### config.mk
export PLATFORM = sky130hd
export DESIGN_NAME = isometric_edge_line_rasterizer
export DESIGN_NICKNAME = d
export VERILOG_FILES = /design/src/ielr_pkg.sv /design/src/ielr_front.sv /design/src/ielr_queue.sv /design/src/ielr_proj.sv /design/src/ielr_walk.sv /design/src/isometric_edge_line_rasterizer.sv
export SDC_FILE = /design/constraint.sdc
export NUM_CORES = 2
export LEC_CHECK = 0
export BUFFER_PORTS_ARGS = -buffer_cell sky130_fd_sc_hd__buf_2
export CELL_PAD_IN_SITES_DETAIL_PLACEMENT = 1
export CELL_PAD_IN_SITES_GLOBAL_PLACEMENT = 1
export CORE_UTILIZATION = 25
export DETAILED_ROUTE_END_ITERATION = 16
export PLACE_DENSITY_LB_ADDON = 0.1
export SLEW_MARGIN = 5
export SYNTH_ARGS = -nofsm -noshare
export SYNTH_HDL_FRONTEND = slang
export SYNTH_SLANG_ARGS = --single-unit
### constraint.sdc
create_clock -name clk -period 25.6 [get_ports clk]
set_input_delay 3.84 -clock clk [delete_from_list [all_inputs] [get_ports clk]]
set_output_delay 3.84 -clock clk [all_outputs]
set_load 0.1 [all_outputs]
### src/ielr_pkg.sv
`default_nettype none

package ielr_pkg;

  localparam int SCREEN_WIDTH_DEF = 1024;
  localparam int SCREEN_HEIGHT_DEF = 768;
  localparam int FRAC_BITS_DEF = 16;
  localparam int QUEUE_DEPTH = 4;

  localparam longint unsigned COS_Q25 = 64'd29058987;
  localparam longint unsigned SIN_Q25 = 64'd16777223;

  localparam logic [7:0] ZOOM_RESET = 8'd20;

  localparam logic signed [15:0] COORD_MIN = 16'sh8000;
  localparam logic signed [15:0] COORD_MAX = 16'sh7FFF;
  localparam logic signed [15:0] X_MAX = 16'sh7FFE;

  localparam logic signed [1:0] DIR_UP = 2'sb01;
  localparam logic signed [1:0] DIR_DOWN = 2'sb11;
  localparam logic signed [1:0] DIR_FLAT = 2'sb00;

  typedef enum logic [0:0] {
    CMD_START = 1'b0,
    CMD_STEP  = 1'b1
  } cmd_t;

  typedef enum logic [0:0] {
    KIND_RIGHT = 1'b0,
    KIND_ABOVE = 1'b1
  } kind_t;

  typedef enum logic [1:0] {
    REG_ZOOM  = 2'd0,
    REG_PAN_X = 2'd1,
    REG_PAN_Y = 2'd2
  } reg_index_t;

  typedef struct packed {
    cmd_t               cmd;
    logic signed [10:0] diag_d;
    logic [10:0]        diag_s;
    logic signed [15:0] h0;
    logic signed [15:0] h1;
    kind_t              kind;
  } entry_t;

  typedef struct packed {
    logic               valid;
    logic signed [15:0] x0;
    logic signed [15:0] y0;
    logic signed [15:0] end_x;
    logic [16:0]        span_x;
    logic [16:0]        err_inc;
    logic signed [1:0]  y_dir;
  } load_t;

  function automatic int trig_q(input longint unsigned q25, input int frac);
    return int'(((q25 >> (24 - frac)) + 64'd1) >> 1);
  endfunction

endpackage

`default_nettype wire

### src/ielr_front.sv
`default_nettype none

module ielr_front (
  input  wire logic               in_valid,
  output logic                    in_ready,
  input  wire logic               command,
  input  wire logic [9:0]         grid_col,
  input  wire logic [9:0]         grid_row,
  input  wire logic signed [15:0] height_here,
  input  wire logic signed [15:0] height_neighbor,
  input  wire logic               neighbor_kind,
  input  wire logic               q_full,
  output logic                    push,
  output ielr_pkg::entry_t        entry
);
  import ielr_pkg::*;

  assign in_ready = !q_full;
  assign push = in_valid && !q_full;

  always_comb begin
    entry.cmd = cmd_t'(command);
    entry.diag_d = $signed({1'b0, grid_col}) - $signed({1'b0, grid_row});
    entry.diag_s = {1'b0, grid_col} + {1'b0, grid_row};
    entry.h0 = height_here;
    entry.h1 = height_neighbor;
    entry.kind = kind_t'(neighbor_kind);
  end

endmodule

`default_nettype wire

### src/ielr_queue.sv
`default_nettype none

module ielr_queue (
  input  wire logic              clk,
  input  wire logic              rst,
  input  wire logic              push,
  input  wire ielr_pkg::entry_t  push_entry,
  output logic                   full,
  input  wire logic              pop,
  output logic                   valid,
  output ielr_pkg::entry_t       head
);
  import ielr_pkg::*;

  localparam int PTR_W = $clog2(QUEUE_DEPTH);
  localparam int CNT_W = $clog2(QUEUE_DEPTH + 1);

  entry_t mem [QUEUE_DEPTH];
  logic [PTR_W-1:0] wr_ptr;
  logic [PTR_W-1:0] rd_ptr;
  logic [CNT_W-1:0] count;

  assign full = (count == CNT_W'(QUEUE_DEPTH));
  assign valid = (count != '0);
  assign head = mem[rd_ptr];

  always_ff @(posedge clk) begin
    if (push) begin
      mem[wr_ptr] <= push_entry;
    end
  end

  always_ff @(posedge clk) begin
    if (rst) begin
      wr_ptr <= '0;
      rd_ptr <= '0;
      count <= '0;
    end else begin
      if (push) begin
        wr_ptr <= (wr_ptr == PTR_W'(QUEUE_DEPTH - 1)) ? '0 : wr_ptr + 1'b1;
      end
      if (pop) begin
        rd_ptr <= (rd_ptr == PTR_W'(QUEUE_DEPTH - 1)) ? '0 : rd_ptr + 1'b1;
      end
      case ({push, pop})
        2'b10: count <= count + 1'b1;
        2'b01: count <= count - 1'b1;
        default: count <= count;
      endcase
    end
  end

endmodule

`default_nettype wire

### src/ielr_proj.sv
`default_nettype none

module ielr_proj #(
  parameter int FRAC_BITS = ielr_pkg::FRAC_BITS_DEF,
  parameter int SCREEN_WIDTH = ielr_pkg::SCREEN_WIDTH_DEF,
  parameter int SCREEN_HEIGHT = ielr_pkg::SCREEN_HEIGHT_DEF
) (
  input  wire logic               clk,
  input  wire logic               rst,
  input  wire logic               start,
  input  wire ielr_pkg::entry_t   entry,
  input  wire logic [7:0]         zoom,
  input  wire logic signed [10:0] pan_x,
  input  wire logic signed [10:0] pan_y,
  output logic                    busy,
  output ielr_pkg::load_t         load
);
  import ielr_pkg::*;

  localparam int A_W = 13;
  localparam int B_W = 17;
  localparam int M1_W = 22;
  localparam int M2_W = 26;
  localparam int K_W = FRAC_BITS + 2;
  localparam int VW = FRAC_BITS + 28;
  localparam int TW = VW - FRAC_BITS;

  localparam logic signed [K_W-1:0] COS_K = K_W'(trig_q(COS_Q25, FRAC_BITS));
  localparam logic signed [K_W-1:0] SIN_K = K_W'(trig_q(SIN_Q25, FRAC_BITS));
  localparam logic signed [VW-1:0] CENTER_X = VW'(SCREEN_WIDTH / 2) <<< FRAC_BITS;
  localparam logic signed [VW-1:0] CENTER_Y = VW'(SCREEN_HEIGHT / 2) <<< FRAC_BITS;
  localparam logic signed [VW-1:0] BIAS = VW'((longint'(1) << FRAC_BITS) - 1);
  localparam logic signed [TW-1:0] T_MIN = TW'(COORD_MIN);
  localparam logic signed [TW-1:0] T_X_HI = TW'(X_MAX);
  localparam logic signed [TW-1:0] T_Y_HI = TW'(COORD_MAX);

  typedef enum logic [1:0] {
    PT_X0 = 2'd0,
    PT_X1 = 2'd1,
    PT_Y0 = 2'd2,
    PT_Y1 = 2'd3
  } pt_t;

  typedef enum logic [4:0] {
    S_IDLE  = 5'b00001,
    S_ISSUE = 5'b00010,
    S_WAIT  = 5'b00100,
    S_SWAP  = 5'b01000,
    S_LOAD  = 5'b10000
  } state_t;

  state_t state;
  state_t state_next;
  pt_t cnt;

  logic signed [10:0] op_d;
  logic [10:0] op_s;
  logic signed [15:0] op_h0;
  logic signed [15:0] op_h1;
  kind_t op_kind;

  logic signed [A_W-1:0] iss_a;
  logic signed [B_W-1:0] iss_b;
  logic signed [A_W-1:0] s_ext;
  logic signed [8:0] zoom_s;

  logic a_valid;
  pt_t a_pt;
  logic signed [M1_W-1:0] a_m1;
  logic signed [M2_W-1:0] a_m2;
  logic signed [K_W-1:0] a_k;
  logic signed [VW-1:0] a_center;

  logic b_valid;
  pt_t b_pt;
  logic signed [VW-1:0] b_v;
  logic signed [VW-1:0] b_sum;

  logic c_valid;
  pt_t c_pt;
  logic signed [TW-1:0] c_t;
  logic signed [TW-1:0] c_hi;
  logic signed [15:0] c_coord;

  logic signed [15:0] rx0, rx1, ry0, ry1;
  logic signed [15:0] sx0, sx1, sy0, sy1;
  logic [16:0] dx_w;
  logic [16:0] yd_w;
  logic [16:0] dy_w;

  assign busy = (state != S_IDLE);
  assign zoom_s = $signed({1'b0, zoom});
  assign s_ext = $signed({2'b00, op_s});

  always_comb begin
    state_next = state;
    case (state)
      S_IDLE: if (start) state_next = S_ISSUE;
      S_ISSUE: if (cnt == PT_Y1) state_next = S_WAIT;
      S_WAIT: if (c_valid && c_pt == PT_Y1) state_next = S_SWAP;
      S_SWAP: state_next = S_LOAD;
      S_LOAD: state_next = S_IDLE;
      default: state_next = S_IDLE;
    endcase
  end

  always_ff @(posedge clk) begin
    if (rst) begin
      state <= S_IDLE;
      cnt <= PT_X0;
      a_valid <= 1'b0;
      b_valid <= 1'b0;
      c_valid <= 1'b0;
    end else begin
      state <= state_next;
      if (state == S_ISSUE) begin
        cnt <= pt_t'(cnt + 2'd1);
      end else begin
        cnt <= PT_X0;
      end
      a_valid <= (state == S_ISSUE);
      b_valid <= a_valid;
      c_valid <= b_valid;
    end
  end

  always_ff @(posedge clk) begin
    if (state == S_IDLE && start) begin
      op_d <= entry.diag_d;
      op_s <= entry.diag_s;
      op_h0 <= entry.h0;
      op_h1 <= entry.h1;
      op_kind <= entry.kind;
    end
  end

  always_comb begin
    iss_a = '0;
    iss_b = '0;
    case (cnt)
      PT_X0: begin
        iss_a = A_W'(op_d);
        iss_b = B_W'(pan_x);
      end
      PT_X1: begin
        iss_a = A_W'(op_d) + 13'sd1;
        iss_b = B_W'(pan_x);
      end
      PT_Y0: begin
        iss_a = s_ext;
        iss_b = B_W'(pan_y) - B_W'(op_h0);
      end
      PT_Y1: begin
        iss_a = (op_kind == KIND_ABOVE) ? s_ext - 13'sd1 : s_ext + 13'sd1;
        iss_b = B_W'(pan_y) - B_W'(op_h1);
      end
      default: begin
        iss_a = '0;
        iss_b = '0;
      end
    endcase
  end

  always_comb begin
    if (a_pt == PT_Y0 || a_pt == PT_Y1) begin
      a_k = SIN_K;
      a_center = CENTER_Y;
    end else begin
      a_k = COS_K;
      a_center = CENTER_X;
    end
  end

  assign b_sum = b_v + (b_v[VW-1] ? BIAS : '0);

  always_comb begin
    c_hi = (c_pt == PT_Y0 || c_pt == PT_Y1) ? T_Y_HI : T_X_HI;
    if (c_t < T_MIN) begin
      c_coord = COORD_MIN;
    end else if (c_t > c_hi) begin
      c_coord = c_hi[15:0];
    end else begin
      c_coord = c_t[15:0];
    end
  end

  always_ff @(posedge clk) begin
    a_pt <= cnt;
    a_m1 <= M1_W'(zoom_s) * M1_W'(iss_a);
    a_m2 <= M2_W'(zoom_s) * M2_W'(iss_b);
    b_pt <= a_pt;
    b_v <= VW'(a_m1) * VW'(a_k) + (VW'(a_m2) <<< FRAC_BITS) + a_center;
    c_pt <= b_pt;
    c_t <= b_sum[VW-1:FRAC_BITS];
    if (c_valid) begin
      case (c_pt)
        PT_X0: rx0 <= c_coord;
        PT_X1: rx1 <= c_coord;
        PT_Y0: ry0 <= c_coord;
        PT_Y1: ry1 <= c_coord;
        default: rx0 <= c_coord;
      endcase
    end
    if (state == S_SWAP) begin
      if (rx0 > rx1) begin
        sx0 <= rx1;
        sx1 <= rx0;
        sy0 <= ry1;
        sy1 <= ry0;
      end else begin
        sx0 <= rx0;
        sx1 <= rx1;
        sy0 <= ry0;
        sy1 <= ry1;
      end
    end
  end

  assign dx_w = {sx1[15], sx1} - {sx0[15], sx0};
  assign yd_w = {sy1[15], sy1} - {sy0[15], sy0};
  assign dy_w = (sy1 > sy0) ? yd_w : 17'd0 - yd_w;

  always_comb begin
    load.valid = (state == S_LOAD);
    load.x0 = sx0;
    load.y0 = sy0;
    load.end_x = sx1;
    load.span_x = dx_w + 17'd1;
    load.err_inc = dy_w + 17'd1;
    if (sy1 > sy0) begin
      load.y_dir = DIR_UP;
    end else if (sy1 < sy0) begin
      load.y_dir = DIR_DOWN;
    end else begin
      load.y_dir = DIR_FLAT;
    end
  end

endmodule

`default_nettype wire

### src/ielr_walk.sv
`default_nettype none

module ielr_walk #(
  parameter int SCREEN_WIDTH = ielr_pkg::SCREEN_WIDTH_DEF,
  parameter int SCREEN_HEIGHT = ielr_pkg::SCREEN_HEIGHT_DEF
) (
  input  wire logic               clk,
  input  wire logic               rst,
  input  wire ielr_pkg::load_t    load,
  input  wire logic               step,
  input  wire logic               out_ready,
  output logic                    out_valid,
  output logic signed [15:0]      pixel_x,
  output logic signed [15:0]      pixel_y,
  output logic                    visible,
  output logic                    last,
  output logic                    out_free,
  output logic                    busy
);
  import ielr_pkg::*;

  localparam logic signed [15:0] W_LIM = 16'(SCREEN_WIDTH);
  localparam logic signed [15:0] H_LIM = 16'(SCREEN_HEIGHT);

  logic signed [15:0] cur_x;
  logic signed [15:0] cur_y;
  logic signed [15:0] end_x;
  logic [17:0] err_acc;
  logic [16:0] span_x;
  logic [16:0] err_inc;
  logic signed [1:0] y_dir;

  logic fire;
  logic ystep;
  logic fin;
  logic vis;
  logic signed [15:0] end_next;
  logic signed [15:0] y_next;
  logic signed [15:0] x_next;

  assign out_free = !out_valid || out_ready;
  assign fire = step && busy;
  assign ystep = err_acc >= {1'b0, span_x};
  assign end_next = end_x + 16'sd1;
  assign fin = !ystep && (cur_x == end_next);
  assign vis = (cur_x > 16'sd0) && (cur_x < W_LIM) && (cur_y > 16'sd0) && (cur_y < H_LIM);
  assign x_next = (cur_x == COORD_MAX) ? cur_x : cur_x + 16'sd1;

  always_comb begin
    y_next = cur_y;
    if (y_dir == DIR_UP && cur_y != COORD_MAX) begin
      y_next = cur_y + 16'sd1;
    end else if (y_dir == DIR_DOWN && cur_y != COORD_MIN) begin
      y_next = cur_y - 16'sd1;
    end
  end

  always_ff @(posedge clk) begin
    if (rst) begin
      busy <= 1'b0;
      out_valid <= 1'b0;
    end else begin
      if (load.valid) begin
        busy <= 1'b1;
      end else if (fire && fin) begin
        busy <= 1'b0;
      end
      if (fire) begin
        out_valid <= 1'b1;
      end else if (out_ready) begin
        out_valid <= 1'b0;
      end
    end
  end

  always_ff @(posedge clk) begin
    if (load.valid) begin
      cur_x <= load.x0;
      cur_y <= load.y0;
      end_x <= load.end_x;
      span_x <= load.span_x;
      err_inc <= load.err_inc;
      y_dir <= load.y_dir;
      err_acc <= '0;
    end else if (fire) begin
      if (ystep) begin
        cur_y <= y_next;
        err_acc <= err_acc - {1'b0, span_x};
      end else begin
        err_acc <= err_acc + {1'b0, err_inc};
        if (!fin) begin
          cur_x <= x_next;
        end
      end
    end
    if (fire) begin
      pixel_x <= cur_x;
      pixel_y <= cur_y;
      visible <= vis;
      last <= fin;
    end
  end

endmodule

`default_nettype wire

### src/isometric_edge_line_rasterizer.sv
// Channel  Direction  Handshake              Payload
// in       input      in_valid / in_ready    command, grid_col, grid_row, heights, kind
// out      output     out_valid / out_ready  pixel_x, pixel_y, visible, last
// cfg      input      cfg_valid / cfg_ready  cfg_index, cfg_data (zoom, pan_x, pan_y)
//
// Requests pass through a four-entry queue. Step requests leave its head at one per cycle
// while the output is free and no start is projecting, and each pixel is registered and
// appears in the cycle after. A start request runs through the shared projection pipeline:
// four points issued one per cycle, then an endpoint swap and a load of the walker.
// Reset is synchronous; it empties the queue, idles the walker and sets zoom to 20.
// A stalled output holds the walker, and the queue keeps taking requests until full.
`default_nettype none

module isometric_edge_line_rasterizer #(
  parameter int SCREEN_WIDTH = ielr_pkg::SCREEN_WIDTH_DEF,
  parameter int SCREEN_HEIGHT = ielr_pkg::SCREEN_HEIGHT_DEF,
  parameter int FRAC_BITS = ielr_pkg::FRAC_BITS_DEF
) (
  input  wire logic               clk,
  input  wire logic               rst,
  input  wire logic               in_valid,
  output logic                    in_ready,
  input  wire logic               command,
  input  wire logic [9:0]         grid_col,
  input  wire logic [9:0]         grid_row,
  input  wire logic signed [15:0] height_here,
  input  wire logic signed [15:0] height_neighbor,
  input  wire logic               neighbor_kind,
  output logic                    out_valid,
  input  wire logic               out_ready,
  output logic signed [15:0]      pixel_x,
  output logic signed [15:0]      pixel_y,
  output logic                    visible,
  output logic                    last,
  input  wire logic               cfg_valid,
  output logic                    cfg_ready,
  input  wire logic [1:0]         cfg_index,
  input  wire logic [10:0]        cfg_data
);
  import ielr_pkg::*;

  logic [7:0] zoom;
  logic signed [10:0] pan_x;
  logic signed [10:0] pan_y;

  logic push;
  entry_t push_entry;
  logic q_full;
  logic q_valid;
  logic q_pop;
  entry_t q_head;

  logic proj_busy;
  load_t load;
  logic start_go;
  logic step_go;
  logic out_free;
  logic walk_busy;

  assign cfg_ready = 1'b1;

  always_ff @(posedge clk) begin
    if (rst) begin
      zoom <= ZOOM_RESET;
      pan_x <= '0;
      pan_y <= '0;
    end else if (cfg_valid) begin
      case (cfg_index)
        REG_ZOOM: zoom <= cfg_data[7:0];
        REG_PAN_X: pan_x <= cfg_data;
        REG_PAN_Y: pan_y <= cfg_data;
        default: zoom <= zoom;
      endcase
    end
  end

  ielr_front u_front (
    .in_valid        (in_valid),
    .in_ready        (in_ready),
    .command         (command),
    .grid_col        (grid_col),
    .grid_row        (grid_row),
    .height_here     (height_here),
    .height_neighbor (height_neighbor),
    .neighbor_kind   (neighbor_kind),
    .q_full          (q_full),
    .push            (push),
    .entry           (push_entry)
  );

  ielr_queue u_queue (
    .clk        (clk),
    .rst        (rst),
    .push       (push),
    .push_entry (push_entry),
    .full       (q_full),
    .pop        (q_pop),
    .valid      (q_valid),
    .head       (q_head)
  );

  assign start_go = q_valid && (q_head.cmd == CMD_START) && !proj_busy;
  assign step_go = q_valid && (q_head.cmd == CMD_STEP) && !proj_busy && out_free;
  assign q_pop = start_go || step_go;

  ielr_proj #(
    .FRAC_BITS     (FRAC_BITS),
    .SCREEN_WIDTH  (SCREEN_WIDTH),
    .SCREEN_HEIGHT (SCREEN_HEIGHT)
  ) u_proj (
    .clk   (clk),
    .rst   (rst),
    .start (start_go),
    .entry (q_head),
    .zoom  (zoom),
    .pan_x (pan_x),
    .pan_y (pan_y),
    .busy  (proj_busy),
    .load  (load)
  );

  ielr_walk #(
    .SCREEN_WIDTH  (SCREEN_WIDTH),
    .SCREEN_HEIGHT (SCREEN_HEIGHT)
  ) u_walk (
    .clk       (clk),
    .rst       (rst),
    .load      (load),
    .step      (step_go),
    .out_ready (out_ready),
    .out_valid (out_valid),
    .pixel_x   (pixel_x),
    .pixel_y   (pixel_y),
    .visible   (visible),
    .last      (last),
    .out_free  (out_free),
    .busy      (walk_busy)
  );

  a_no_step_during_projection: assert property (@(posedge clk) disable iff (rst)
    proj_busy |-> !step_go)
    else $error("step request issued while an edge start is being projected");

  a_load_arms_walker: assert property (@(posedge clk) disable iff (rst)
    load.valid |=> walk_busy)
    else $error("walker not busy after an edge load");

  a_push_fills_queue: assert property (@(posedge clk) disable iff (rst)
    (in_valid && in_ready) |=> q_valid)
    else $error("queue empty right after accepting a request");

endmodule

`default_nettype wire
## Yosys cells after proc, flatten, opt, wreduce, memory -nomap -nowiden

Memories as Yosys holds them, arrays and structs flattened. A register that Yosys moved wholly into a read port is not among the register bits.
Cells that the tools add are included.

- Flip-flop bits (word level): 494
- Bits in latches: 0
- Memory bits (writable): 224
- Memory bits (read-only): 0
- Bits of input ports: 72
- Output and inout port bits: 37
- Logic and storage cells: 206
- Memories kept: 1

Memories:

| memory | depth | bits a word | rd ports | clocked after Yosys merged registers in | wr ports | line | RTL |
|---|---|---|---|---|---|---|---|
| u_queue.mem | 4 | 56 | 1 | 1 | 1 | ielr_queue.sv:18 | `entry_t mem [QUEUE_DEPTH];` |

- Add/subtract/negate cells: 26
- Multipliers: 3
- Divide/modulo/power cells: 0
- $lt $le $gt $ge: 10
- Equal/unequal tests: 33
- Shift operators: 0
- Multiplexer cells: 41
- Bitwise operators: 2
- Reduce and logical (&&, ||, !) cells: 46

Operator list:

| cell | number |
|---|---|
| 16-bit two-way mux | 17 |
| 13-bit case mux with 4 select lines | 1 |
| 17-bit case mux with 3 select lines | 1 |
| 16-bit by 2-bit adder with 16-bit output (second input constant) | 3 |
| 44-bit by 27-bit adder with 44-bit output | 1 |
| 44-bit adder | 1 |
| 39-bit by 42-bit adder with 43-bit output | 1 |
| 22-bit by 17-bit multiplier with 39-bit output | 1 |
| 17-bit by 1-bit adder with 17-bit output (second input constant) | 2 |
| 11-bit by 16-bit subtractor with 17-bit output | 2 |
| 16-bit by 16-bit subtractor with 17-bit output | 2 |
| 16-bit by 1-bit greater-than comparator with 1-bit output (second input constant) | 2 |
| 16-bit greater-than comparator | 2 |
| 16-bit inequality test (second input constant) | 2 |
| 28-bit greater-than comparator | 1 |
| 28-bit by 16-bit less-than comparator with 1-bit output (second input constant) | 1 |
| 9-bit by 17-bit multiplier with 26-bit output | 1 |
| 26-bit two-way mux | 1 |
| 2-bit == test (second input constant) | 11 |
| 9-bit by 13-bit multiplier with 22-bit output | 1 |
| 5-bit case mux with 4 select lines | 1 |
| 18-bit by 17-bit adder with 18-bit output | 1 |
| 18-bit by 17-bit >= comparator with 1-bit output | 1 |
| 18-bit two-way mux | 1 |
| 44 further kinds | 103 |

## Depth between registers and ports, before layout

- Depth in word-level cells: 8
- Gate-level depth with buffers: 34
- Gate-level depth less buffers: 31

## Hierarchy

From an unflattened synthesis, not the netlist that was laid out.

- Cell total of the unflattened synthesis: 4,707
- Area, all modules: 52,258.9 um2

By module, submodules not included:

| module | instances | cells each | area each (um2) | sequential area each (um2) |
|---|---|---|---|---|
| ielr_proj | 1 | 3,321 | 33,129.3 | 8,177.8 |
| ielr_queue | 1 | 340 | 8,564.5 | 6,906.6 |
| ielr_walk | 1 | 753 | 8,090.3 | 3,943.8 |
| isometric_edge_line_rasterizer | 1 | 125 | 1,282.5 | 600.6 |
| ielr_front | 1 | 168 | 1,192.4 | 0.0 |

## Worst setup path after synthesis

No wires, ideal clock.

- Path kind: reg-to-reg
- Start: register u_proj.cnt[0]
- End: register u_proj.a_m2[25]
- Arrival time: 7.985 ns
- Data required time: 25.528 ns
- Slack: 17.543 ns
- Cell stages (with the launch flop): 32
- Path buffers: 4
- Clock period less this slack: 8.057 ns
- Cells stage by stage: dfxtp_1 > ha_1 > clkbuf_1 > clkbuf_1 > buf_1 > mux2i_1 > fa_1 > a21o_1 > a21oi_1 > o21ai_0 > a21o_1 > a21oi_1 > o211ai_1 > nand2_1 > o2111ai_1 > o21a_1 > o21ai_0 > clkbuf_1 > nand2_1 > fa_1 > fa_1 > fa_1 > fa_1 > inv_1 > ha_1 > a21o_1 > a21o_1 > a21oi_1 > nand4_1 > a31o_2 > a21oi_1 > xnor2_1

- Longest elaborated chain between the ends: 4

Ends and longest elaborated chain:

| what | line | RTL |
|---|---|---|
| start, declared | ielr_proj.sv:54 | `pt_t cnt;` |
| start signal, assigned | ielr_proj.sv:117 | `cnt <= pt_t'(cnt + 2'd1);` |
| 2-bit by 1-bit == test with 1-bit output or 2-bit zero test (tied branches) | ielr_proj.sv:140 | `case (cnt)` |
| 2-bit OR reduction (no line) | - |  |
| 17-bit case mux with 3 select lines * | ielr_proj.sv:140 |  |
| 9-bit by 17-bit multiplier with 26-bit output * | ielr_proj.sv:190 | `a_m2 <= M2_W'(zoom_s) * M2_W'(iss_b);` |
| end signal, assigned | ielr_proj.sv:190 |  |
| end, declared | ielr_proj.sv:70 | `logic signed [M2_W-1:0] a_m2;` |

Every way passes the cells marked *; elsewhere a longest branch is shown, timed or not.
A chain may end at the register's enable or synchronous reset.

## Worst setup path in the final report

- Start: register u_proj.a_pt[1]
- End: register u_proj.b_v[41]

- Longest elaborated chain between the ends: 6

Ends and longest elaborated chain:

| what | line | RTL |
|---|---|---|
| start, declared | ielr_proj.sv:68 | `pt_t a_pt;` |
| start signal, assigned | ielr_proj.sv:188 | `a_pt <= cnt;` |
| 2-bit == test | ielr_proj.sv:165 | `if (a_pt == PT_Y0 \|\| a_pt == PT_Y1) begin` |
| 1-bit logical OR * | ielr_proj.sv:165 |  |
| 15-bit two-way mux | ielr_proj.sv:165 |  |
| 22-bit by 17-bit multiplier with 39-bit output | ielr_proj.sv:192 | `b_v <= VW'(a_m1) * VW'(a_k) + (VW'(a_m2) <<< FRAC_BITS) + a_center;` |
| 39-bit by 42-bit adder with 43-bit output | ielr_proj.sv:192 |  |
| 44-bit by 27-bit adder with 44-bit output * | ielr_proj.sv:192 |  |
| end signal, assigned | ielr_proj.sv:192 |  |
| end, declared | ielr_proj.sv:76 | `logic signed [VW-1:0] b_v;` |

Marks and branches as above.

==> results by group <==
Worst setup path
  • Crit path max fanout: 34
  • Crit Path Class: register to register
  • Crit path capture type: register
  • CP arrival: 9.48 ns
  • Crit start category: register
  • Worst Path Required: 26.14 ns

Place
  • Detailed Place HPWL: 116600 um
  • Pre-CTS setup slack: 16.61 ns
  • Port Buffers: 107
  • Post-DP Area: 0.05554 mm2
  • GPL Wtd Cong: 0.7660

Yosys
  • Post-synth top cells: inv_1, edfxtp_1, ha_1
  • Synth Flop Type: edfxtp_1
  • Count of flip-flops with a built-in enable after synthesis: 520
  • Post-synthesis sequential area ratio: 0.3768
  • Synth Net Count: 5656
  • Synth Register Bits: 713
  • Synthesized instance count: 4744
  • Leading post-synthesis cells by cell area: edfxtp_1, fa_1, ha_1, dfxtp_1, inv_1
  • Synth unique cells: 105
  • Syn_area_per_cell: 10.90 um2
  • Synth warn: 0
  • Area share of the largest cell type after synthesis: 0.3021
  • Top-count cell post-synth: inv_1
  • Post-synth top area cell: edfxtp_1
  • Asr flop ratio synth: 0
  • Syn Std Cell Area: 0.05169 mm2

Timing
  • Skew final: 0.08070 ns
  • RSZ-0062 raised after global routing: false
  • Hold Violations, Final: 0
  • Setup tns final: 0 ns
  • Relative slew margins: 0.2935
  • F_max: 0.1118 GHz
  • Max Slew Vio Count: 0
  • Slew @ Worst Pin: 1.053 ns
  • Final worst path period share: 0.3495
  • Final setup violating endpoints: 0
  • Fin worst setup slack: 16.65 ns
  • Crit path time final: 8.947 ns

Clock tree
  • PostCTS Resize Cnt: 0
  • Hold buffer count at cts: 0
  • Setup repair bufs after CTS: 0
  • Num CTS Buffers: 91
  • Clock net sink count: 713
  • Clock Latency Late Sink: 0.74 ns
  • Clock tree root driver cell: clkbuf_16
  • Worst-path clk slew: 0.05 ns
  • CTS max path bufs: 3
  • H-tree depth: 3
  • CTS tree: done

Floorplan
  • Top-Level Pins: 109
  • Initial Utilization: 0.2522
  • Row Count: 166
  • Die width: 456.7 um
  • Die area: 0.2086 mm2
  • Chip Height: 456.7 um
  • CORE AREA: 0.2050 mm2

Layout
  • Reg area: 0.01949 mm2
  • Nets: 5774
  • FILL cells: 22770
  • Finished Cell Area: 0.05871 mm2
  • Area growth syn-to-layout: 13.57%
  • Footprint of the multi-input gates: 0.02887 mm2
  • Share of cells above drive strength 1: 0.1005

Run
  • Max-Cap Viols: 0

Global routing
  • GRT Resource Usage Total: 0.1417
  • Met2 Resource Use GR: 0.2427
  • Initial antenna violation count: 4
  • Vias in the first global route: 36670
  • Grt met1 use: 0.1912
  • GRT overflow: 0
  • Largest net degree at the start of global routing: 69
  • Met3 Resource Use GR: 0.01646
  • First-pass GRT wire length: 227000 um
  • Gr busiest metal: met2

Detailed routing
  • Total wire length after detailed routing: 147800 um
  • Post-route DRC violation count: 0
  • Per-cell routed wire length: 19.37 um
  • Routed Antenna Nets: 0
  • Vias: 33710
  • Via density: 4.418
  • 1st-pass router iterations: 4
  • Starting DRT DRC Count: 1302

Status
  • Status: completed

Worst hold path
  • Hold Path Class: register to register
==> layout make-up <==
| class | instances | share of cell area |
|---|---|---|
| inverters | 783 | 0.05009 |
| diodes | 4 | 0.0001705 |
| multi-input cells | 3120 | 0.4918 |
| flip-flops and latches | 713 | 0.3320 |
| clock inverters | 53 | 0.01272 |
| well taps | 2688 | 0.05729 |
| repair buffers | 153 | 0.01500 |
| clock buffers | 115 | 0.04101 |
==> cell usage in the layout, fill, tap and decap left out, types with 12 or more instances in the layout <==
cell type / synthesis / final
inv_1: 782 / 781
edfxtp_1: 520 / 520
ha_1: 442 / 441
fa_1: 398 / 398
nand2_1: 314 / 314
nor2_1: 250 / 249
xnor2_1: 194 / 194
dfxtp_1: 193 / 187
a21oi_1: 180 / 180
and2_1: 145 / 145
o21ai_0: 113 / 113
buf_2: 5 / 107
xor2_1: 102 / 102
clkbuf_16: 0 / 91
nand3_1: 86 / 85
nor3_1: 75 / 75
nor2b_1: 74 / 74
mux2_2: 69 / 69
a21o_1: 63 / 63
mux4_2: 55 / 55
mux2i_1: 55 / 55
buf_4: 1 / 46
nand4_1: 41 / 41
nand2b_1: 31 / 31
a211oi_1: 30 / 30
and3_1: 33 / 29
o211ai_1: 25 / 25
o21a_1: 23 / 23
nor4_1: 20 / 20
o21ai_1: 21 / 20
o21bai_1: 20 / 20
clkbuf_1: 111 / 20
or3_1: 16 / 16
or2_2: 15 / 15
a31oi_1: 14 / 14
clkinv_2: 0 / 14
a21boi_0: 13 / 13
a211o_1: 12 / 12
==> registers in the layout, indices dropped and copies added, names as in the netlist, 17 cells and up, named ones only <==
signal,count
u_walk.err_acc,18
u_walk.span_x,17
u_proj.c_t,28
u_proj.a_m1,22
u_walk.err_inc,17
u_queue.mem,220
u_proj.b_v,42
u_proj.a_m2,26
==> critical path, stage by stage (launching register included) <==
cell	delay (ns)
dfxtp_2	0.31
buf_4	0.38
inv_1	0.44
nand2_1	0.56
inv_1	0.27
ha_1	0.45
fa_1	0.52
inv_1	0.06
fa_1	0.52
fa_1	0.44
fa_1	0.54
inv_1	0.05
fa_1	0.53
inv_1	0.05
ha_1	0.36
and3_1	0.24
and2_1	0.18
a221oi_1	0.52
nor2_1	0.10
a211oi_2	0.53
o21ai_0	0.21
xor2_1	0.26
nand4_1	0.18
or3_4	0.43
or4_4	0.43
xnor2_2	0.14
==> kinds of logic after synthesis <==
logic type	after synthesis	share of synthesized area
compound gates	635	0.08169
xor+xnor	298	0.05090
fa+ha+maj	840	0.2611
buf+inv	911	0.06634
flops	713	0.3768
mux	179	0.04964
other cells	1	0.00007254
simple gates	1167	0.1134
==> per-stage QoR <==
stage | cells | utilization | hold slack (ns)
final | 7629 | 0.2864 | 0.3339
after global routing | 7625 | 0.2863 | 0.3430
after CTS | 7625 | 0.2863 | 0.3388
after detailed placement | 7457 | 0.2709 | 0.3206
after global placement | 7457 | 0.2709 | 0.3147
after floorplan | 4744 | - | 0.3096
==> per-layer routing <==
metal / up-vias / wire, um
li1: 16290 / -
met1: 17010 / 70900
met2: 284 / 71660
met3: 119 / 3057
met4: 4 / 2162
met5: - / 16
==> final timing paths <==
check / slack [ns] / start / cells after the start / endpoint
hold / removal: 0.33 / u_proj.b_pt[0] / 0 / u_proj.c_pt[0]
setup / recovery: 16.65 / u_proj.a_pt[1] / 25 / u_proj.b_v[41]
setup reg to reg: 16.65 / u_proj.a_pt[1] / 25 / u_proj.b_v[41]
hold reg to reg: 0.33 / u_proj.b_pt[0] / 0 / u_proj.c_pt[0]
Power is not shown: default switching activity piles up to over one toggle a cycle in this logic, so the estimate is an artifact.
